===== config.mk =====
export PLATFORM = sky130hd
export DESIGN_NAME = msl_front
export DESIGN_NICKNAME = d
export VERILOG_FILES = /design/src/hdl/msl_pkg.sv /design/src/hdl/msl_front.sv
export SDC_FILE = /design/constraint.sdc
export NUM_CORES = 1
export LEC_CHECK = 0
export BUFFER_PORTS_ARGS = -buffer_cell sky130_fd_sc_hd__buf_2
export CAP_MARGIN = 20
export CORE_UTILIZATION = 45
export CTS_CLUSTER_DIAMETER = 150
export CTS_CLUSTER_SIZE = 8
export DETAILED_ROUTE_END_ITERATION = 10
export HOLD_SLACK_MARGIN = 0.15
export PLACE_DENSITY_LB_ADDON = 0.12
export SYNTH_ARGS = -nofsm -noshare
export SYNTH_HDL_FRONTEND = slang
export SYNTH_SLANG_ARGS = --single-unit
export TNS_END_PERCENT = 100

===== constraint.sdc =====
create_clock -name clk -period 5.5 [get_ports clk]
set_clock_uncertainty 0.2 [all_clocks]
set_input_delay 1.375 -clock clk [delete_from_list [all_inputs] [get_ports clk]]
set_output_delay 1.375 -clock clk [all_outputs]
set_load 0.01 [all_outputs]

===== src/hdl/msl_pkg.sv =====
package msl_pkg;

  // Width of the result position field
  localparam int unsigned POS_W = 6;

  // One input word
  typedef struct packed {
    logic signed [31:0] value;
    logic               end_of_set;
  } in_item_t;

  // One result word
  typedef struct packed {
    logic signed [31:0] sorted_value;
    logic [POS_W-1:0]   position;
    logic               final_res;
    logic               overflowed;
  } out_item_t;

  // Handoff from front queue to back
  typedef struct packed {
    logic     valid;
    in_item_t item;
  } q_head_t;

  // Back-end state
  typedef enum logic [1:0] {
    ST_LOAD  = 2'b01,
    ST_DRAIN = 2'b10
  } back_state_t;

endpackage


===== src/hdl/msl_front.sv =====
module msl_front
  import msl_pkg::*;
(
  input  logic     clk,
  input  logic     rst_n,
  input  logic     push,
  output logic     full,
  input  in_item_t in_data,
  output q_head_t  head,
  input  logic     take
);

  // Two-entry queue between the input port and the sorting row
  in_item_t   slot_r [2];
  logic       wr_ptr_r, wr_ptr_nxt;
  logic       rd_ptr_r, rd_ptr_nxt;
  logic [1:0] count_r, count_nxt;
  logic       do_push, do_pop;

  assign full    = (count_r == 2'd2);
  assign do_push = push && !full;
  assign do_pop  = take && (count_r != 2'd0);

  // Present the oldest word to the back end
  assign head.valid = (count_r != 2'd0);
  assign head.item  = slot_r[rd_ptr_r];

  // Advance pointers and count
  always_comb begin
    wr_ptr_nxt = wr_ptr_r ^ do_push;
    rd_ptr_nxt = rd_ptr_r ^ do_pop;
    count_nxt  = count_r;
    if (do_push && !do_pop) begin
      count_nxt = count_r + 2'd1;
    end else if (!do_push && do_pop) begin
      count_nxt = count_r - 2'd1;
    end
  end

  always_ff @(posedge clk) begin
    if (!rst_n) begin
      wr_ptr_r <= 1'b0;
      rd_ptr_r <= 1'b0;
      count_r  <= 2'd0;
    end else begin
      wr_ptr_r <= wr_ptr_nxt;
      rd_ptr_r <= rd_ptr_nxt;
      count_r  <= count_nxt;
    end
  end

  // Hold the payload
  always_ff @(posedge clk) begin
    if (do_push) begin
      slot_r[wr_ptr_r] <= in_data;
    end
  end

endmodule


==> flow_summary.yaml <==
run_status:
  status: "completed"
layout:
  final_core_util_pct: 57.9
  diodes: 0
  final_cells: 282
  synthToLayoutAreaGrowth_pct: 23.1
  layout.nets: 245
  final_cell_mix: "buf_2, edfxtp_1, mux2_2"
  drive_gt1_share_pct: 58.1
  final_common_cell: "buf_2"
clock_tree:
  cts_tree: "built"
  ctsHoldBuffers: 0
  cts.clk_slew.worst_paths_ps: 70
  clock_latency_ps: 340
  cts_resized: 0
  clock-sinks: 71
  numCtsBuffers: 9
  postCtsSetupBuffers: 0
  cts-root-buf: "clkbuf_8"
  clockBufferDepth: 2
  cts_max_level: 3
worst_setup_path:
  cp.arrival_ps: 1890
  cp.depth: 3
  worstSetupPathType: "register to primary output"
  startpoint_type: "register"
  end_kind: "primary output"
  critical-path-top-delay-family: "flip-flops"
  crit_slowest_cell: "dfxtp_1"
  r2r-start: "count_r[0]"
  r2r_cells: 3
  r2r_end: "slot_r[1][17]"
  crit_path_max_incr_delay_ps: 640
  required_ps: 3920
  crit_fanout: 22
  path_cells: "buf_4, mux2_2, buf_2"
  critical_path_buf_inv_count: 2
  r2r_setup_slack_ps: 3390
  crit_end: "head[21]"
sta:
  final.setup.tns_ps: 0
  period_share_pct: 63.0
  relSlewSlack_pct: 44.5
  rsz0062_at_grt: "false"
  fmax_ghz: 0.289
  tightestPinTransition_ps: 833
  layout_min_cycle_time_ps: 3460
  setup-violations-final: 0
  maxSlewViolCount: 0
  hold_viol: 0
drt:
  drt-pass1-iter-count: 3
  drc: 0
  vias: 1356
  wl_per_cell_um: 15.1
  wl_um: 4270
  antenna_left: 0
  drtIter0Drc: 53
  via_per_inst: 4.81
floorplanning:
  die_w_um: 78.1
  ioPinCount: 72
  rows: 27
  die_y_um: 78.1
  start_util_pct: 47.1
  core_region_area_um2: 5540
  dieArea_um2: 6110
global_routing:
  grt_usage_pct: 15.2
  grt_pass1_vias: 1383
  grt_pass1_wl_um: 6640
  grt.overflow.total: 0
  antenna_found_initial: 0
  grt_max_degree: 34
placed_design:
  place.gp.congestion: 0.635
  port_buffers: 71
  placed_cells: 266
  hpwl_um: 2790
synth:
  seq_area_frac_synth_pct: 79.8
  synth_cells: 126
  synth-seq-cells: 71
  yosysWarnings: 0
  synthesis.nets: 166
  avgSynthCellArea_um2: 20.7
  ys_types: 15
  syn_area_um2: 2610
pwr:
  ir_drop_uv: 317
  total_leakage_power_nw: 1.20
  p_per_area_nw_per_um2: 455
flow_run:
  cap_violations: 0
hold_path:
  min_path_type: "register to register"
==> worst min-delay path by stage <==
stage	end	slack (ps)	start	cells after the start
2_1_floorplan	count_r[1]	270	count_r[1]	2
3_3_place_gp	count_r[1]	280	count_r[1]	2
3_5_place_dp	count_r[1]	320	count_r[1]	2
4_1_cts	count_r[1]	330	count_r[1]	2
5_1_grt	count_r[1]	360	count_r[1]	2
6_report	count_r[1]	330	count_r[1]	2
==> logic make-up after synthesis <==
family	count (synthesis)	share of synthesized area, %
flip-flops	71	79.8
multiplexers	33	14.2
AND/OR/NAND/NOR	8	1.92
buffers and inverters	5	0.911
AO/OA/AOI/OAI	3	0.671
XOR/XNOR	3	1.01
adder cells (fa/ha/maj)	3	1.44
==> layer usage <==
metal	track usage [%]	vias up	wire, um
met5	0	-	0
met1	17.3	658	1800
met3	4.88	10	235
met4	8.89	0	101
li1	-	645	-
met2	24.9	43	2130
==> cell usage after synthesis (all sizes together) <==
library cell   n  area share (%)
ha             3             1.4
mux2          33              14
xnor2          2            0.67
dfxtp          5             3.8
edfxtp        66              76
inv            1            0.14
or2            1            0.24
xor2           1            0.34
or3            1            0.24
o21ai          2            0.38
nor2b          3            0.72
a21boi         1            0.29
buf            4            0.77
and2           3            0.72
==> per-stage QoR <==
step | power (W) | setup slack [ps] | hold slack [ps] | area [um2]
detailed placement | 0.00114 | 2370 | 319 | 3050
CTS | 0.00148 | 1980 | 335 | 3210
global route | 0.00154 | 1920 | 361 | 3210
global placement | 0.00112 | 2390 | 284 | 3050
finish | 0.00146 | 2040 | 329 | 3210
floorplan | 0.000992 | 2450 | 274 | 2610
==> worst min-delay path, delay by kind of cell (launching register included) <==
family	cells	cell delay, ps
flops	1	350
compound gates	2	140
==> layout make-up <==
cell class	instances	area, um2
clock buffers	9	124
inverters	1	3.75
clock inverters	7	40.0
repair buffers	72	363
multi-input cells	50	508
fillers	470	2330
flip-flops and latches	71	2080
well taps	72	90.1
==> where the power goes <==
group | switching [W] | internal (W) | total (W) | leakage [nW]
logic | 0.000194 | 0.000189 | 0.000384 | 0.465
registers | 0.0000371 | 0.000697 | 0.000734 | 0.658
clock network | 0.000185 | 0.000158 | 0.000344 | 0.0761
total | 0.000417 | 0.00104 | 0.00146 | 1.20
==> state kept, by name (all words and copies together), names as in the netlist, named ones only <==
register,cells
slot_r,66
wr_ptr_r,1
count_r,2
rd_ptr_r,1
Power figures use the tool's default switching activity.
